`src/sv/djs_mem.sv`:
```
// ----------------------------------------------------------------------------
// djs_mem
// single-port-read, single-port-write memory with registered read and
// per-entry valid bits so that unwritten entries read as zero
// ----------------------------------------------------------------------------
module djs_mem #(
    parameter int DEPTH = 64,
    parameter int WIDTH = 64,
    parameter int AW    = 6
) (
    input  logic             clk,
    input  logic             rst_n,
    input  logic             rd_en,
    input  logic [AW-1:0]    rd_addr,
    output logic [WIDTH-1:0] rd_data,
    input  logic             wr_en,
    input  logic [AW-1:0]    wr_addr,
    input  logic [WIDTH-1:0] wr_data
);

    logic [WIDTH-1:0] mem [DEPTH];
    logic [DEPTH-1:0] vld_reg;
    logic [WIDTH-1:0] q_reg;
    logic             q_ok_reg;

    always_ff @(posedge clk)
    begin
        if (wr_en)
        begin
            mem[wr_addr] <= wr_data;
        end
        if (rd_en)
        begin
            q_reg <= mem[rd_addr];
        end
    end

    always_ff @(posedge clk or negedge rst_n)
    begin
        if (!rst_n)
        begin
            vld_reg  <= '0;
            q_ok_reg <= 1'b0;
        end
        else
        begin
            if (wr_en)
            begin
                vld_reg[wr_addr] <= 1'b1;
            end
            if (rd_en)
            begin
                q_ok_reg <= vld_reg[rd_addr];
            end
        end
    end

    assign rd_data = q_ok_reg ? q_reg : '0;

endmodule

```
`config.mk`:
```
export PLATFORM = sky130hd
export DESIGN_NAME = djs_mem
export DESIGN_NICKNAME = d
export VERILOG_FILES = /design/src/sv/djs_mem.sv
export SDC_FILE = /design/constraint.sdc
export NUM_CORES = 2
export LEC_CHECK = 0
export BUFFER_PORTS_ARGS = -buffer_cell sky130_fd_sc_hd__buf_2
export CAP_MARGIN = 15
export CELL_PAD_IN_SITES_DETAIL_PLACEMENT = 1
export CELL_PAD_IN_SITES_GLOBAL_PLACEMENT = 2
export CORE_ASPECT_RATIO = 1.2
export CORE_UTILIZATION = 56
export DETAILED_ROUTE_END_ITERATION = 12
export GPL_TIMING_DRIVEN = 0
export MAX_ROUTING_LAYER = met4
export PLACE_DENSITY_LB_ADDON = 0.1
export SYNTH_ARGS = -nofsm -noshare
export SYNTH_HDL_FRONTEND = slang
export SYNTH_SLANG_ARGS = --single-unit
```
`constraint.sdc`:
```
create_clock -name clk -period 5.4 [get_ports clk]
set_clock_uncertainty 0.1 [all_clocks]
set_input_delay 0.54 -clock clk [delete_from_list [all_inputs] [get_ports clk]]
set_output_delay 0.54 -clock clk [all_outputs]
set_load 0.02 [all_outputs]
```
==> results.tsv <==
stage	metric	value	unit
pwr	Comb pwr share	5.4	%
timing	final setup violation count	0	
timing	RSZ-0062 raised after global routing	false	
clock_network	clk_lat worst skew	920	ps
timing	Max Freq	240.0	MHz
timing	minimum clock period	4167	ps
clock_network	H-tree depth	5	
global_route	total grt overflow	0	
final_layout	non-filler cells, final	11230	
placed_design	post-DP HPWL	300200	um
final_layout	Final #Nets	7174	
floorplan	number of I/O pins	144	
global_route	vias in the first global route	78140	
global_route	initial antenna violation count	40	
floorplan	die width	489.6	um
logic_synthesis	sequential cell area fraction in the yosys report	79.20	%
pwr	total power	68.22	mW
setup_path	crit-path max FO	10	
setup_path	Crit. End Element	register	
routing	DR pass1 iterations	7	
logic_synthesis	count of state elements after synthesis	4225	
clock_network	CTS tree	built	
setup_path	CP Launch Type	input pin	
setup_path	crit-path cells	clkbuf_1 > buf_2 > clkbuf_2 > buf_16 > clkbuf_1 > mux4_2 > mux4_2 > a22oi_1 > nand2_1	
clock_network	clock tree root driver cell	clkbuf_16	
logic_synthesis	number of library cell types mapped by synthesis	29	
floorplan	Die H	587.1	um
final_layout	layout cells sized above 1	33.35	%
final_layout	most frequent cells in the layout	edfxtp_1 (4160), mux4_2 (1289), clkbuf_16 (416)	
routing	DRC viols	0	
logic_synthesis	Post-synth EDFFs	4160	
logic_synthesis	syn_nets	6390	
setup_path	crit path max-delay cell type	clkbuf_1	
timing	Slew @ Worst Pin	1286	ps
hold_path	Hold WC Path Type	in2reg	
routing	vias	75200	
routing	final WL	447200	um
outcome	status	finished, final reports clean	
final_layout	most common cell after layout, fill and taps aside	edfxtp_1	
floorplan	core area	0.2836	mm2
pwr	Reg power frac	53.5	%
logic_synthesis	Post-Syn Instances	6310	
placed_design	routability cong.	0.7734	
clock_network	Post-CTS Setup Bufs	0	
logic_synthesis	Syn Area/Cell	25.32	um2
routing	initial DRC count	9971	
timing	setup TNS	0	ps
routing	via/cell ratio	6.694	
timing	Hold Vio Cnt, Final	0	
clock_network	TritonCTS Sinks	4225	
pwr	Pleak	57.47	nW
pwr	sw frac	21.27	%
setup_path	Setup CP Type	in2reg	
pwr	cell area power density	371.7	mW/mm2
global_route	met1 Use GR	42.50	%
final_layout	Layout area overhead	14.87	%
pwr	Clk pwr share	41.0	%
logic_synthesis	warnings from Yosys	0	
placed_design	I/O Buffers	133	
pwr	maximum VDD drop	0.2978	mV
timing	Tcrit/Tclk final	77.17	%
routing	ANT nets after route	0	
clock_network	Clk pin slew, worst setup/hold paths	60	ps
logic_synthesis	Synth async-reset ratio	1.538	%
global_route	pin count of the biggest net entering global routing	66	
placed_design	placed instance count	10440	
pwr	NetSw	14.51	mW
final_layout	fillcell total	21570	
floorplan	die area	0.2875	mm2
clock_network	Max Buffers Root-to-Sink	4	
global_route	grt met3 use	5.640	%
setup_path	Arr. time, crit path	4700	ps
final_layout	Largest register FFs	4096	
logic_synthesis	Main synth FF type	edfxtp_1	
setup_path	Max stage delay on crit path	810	ps
global_route	GR Util All Layers	32.44	%
global_route	GR Util met2	52.73	%
clock_network	TritonCTS buffer count	406	
pwr	P_int	53.71	mW
setup_path	Req. time, crit path	5940	ps
flow_run	Max-Cap Viols	0	
timing	max_slew headroom	14.28	%
routing	mean routed wirelength per cell	39.81	um
global_route	first-pass GRT wire length	614300	um
logic_synthesis	Post-Syn Area	0.1598	mm2
floorplan	Initial Util	56.35	%
floorplan	# rows	214	
global_route	global routing's busiest layer	met2	
timing	final max-slew violation count	0	
## synthesized netlist by cell type, types with 20 or more instances
cell type / number / area (um2)
mux4_2: 1289 / 29030
or2_2: 65 / 406.6
mux2i_1: 20 / 200.2
dfrtp_1: 65 / 1627
and2_1: 65 / 406.6
buf_2: 111 / 555.5
clkbuf_1: 182 / 683.2
nand2_1: 74 / 277.8
nor2_1: 68 / 255.2
a22oi_1: 132 / 991.0
edfxtp_1: 4160 / 124900
buf_1: 36 / 135.1
## cells by family (layout without fill, tap and decap cells)
family / count (synthesis) / count (layout) / synth area share, %
AOI/OAI and AO/OA: 139 / 139 / 0.6531
buffers and inverters: 337 / 1440 / 0.8998
DFF: 4225 / 4225 / 79.20
muxes: 1309 / 1309 / 18.30
other: 0 / 40 / 0
and+or+nand+nor: 300 / 300 / 0.9476
## per-layer routing
metal	wire, um	up-vias
met2	227500	3827
met4	14760	0
met1	166200	41590
met5	0	-
met3	38760	678
li1	-	29100
## power by group through the flow
stage | Combinational (mW) | Sequential (mW) | Clock (mW)
after floorplan | 1.95 | 37.2 | 0
after global placement | 3.43 | 37.2 | 0
after detailed placement | 3.66 | 37.2 | 0
after CTS | 3.68 | 36.5 | 28.3
after global routing | 3.85 | 36.5 | 29.3
final | 3.69 | 36.5 | 28.0
## timing repair
action / CTS / global route
resized for setup: 0 / 0
hold buffers: 2 / 4
hold endpoints to repair: 66 / 46
endpoints found under the setup margin: 0 / 0
## layout make-up
class	instances	area, um2	area share [%]
Sequential cell	4225	126500	68.95
Multi-Input combinational cell	1748	32280	17.59
Clock buffer	510	10790	5.881
Timing Repair Buffer	376	5582	3.041
Tap cell	3780	4730	2.577
Clock inverter	217	2033	1.108
Buffer	334	1455	0.7929
Antenna cell	40	100.1	0.05454
Inverter	3	11.26	0.006136
## critical path: cells and delay by family
family	cells	cell delay, ps
multiplexers	2	930
AND/OR/NAND/NOR	1	150
AO/OA/AOI/OAI	1	550
buffers and inverters	5	2470
## through the flow
stage               setup WS [ps]  hold WS, ps  util, %  instance area (um2)
global route                 1225        15.53    64.71               183500
detailed placement          59.80        352.1    60.05               170300
global placement            -4774        344.7    58.25               165200
CTS                          1061        17.98    64.58               183100
finish                       1233        16.78    64.73               183500
floorplan                   744.8        144.4        -               159800
## final timing paths
path                       cells after the start  slack (ps)        start          end
setup / recovery                               9        1230   rd_addr[2]    q_reg[37]
hold / removal                                 1          20  wr_data[38]  mem[53][38]
setup reg to reg                               4        2820  mem[62][57]    q_reg[57]
hold reg to reg                                1         370  vld_reg[62]  vld_reg[62]
max in group asynchronous                      2        4400        rst_n  vld_reg[53]
min in group asynchronous                      2         170        rst_n  vld_reg[56]
No activity file was read; power rests on OpenSTA's default activity.
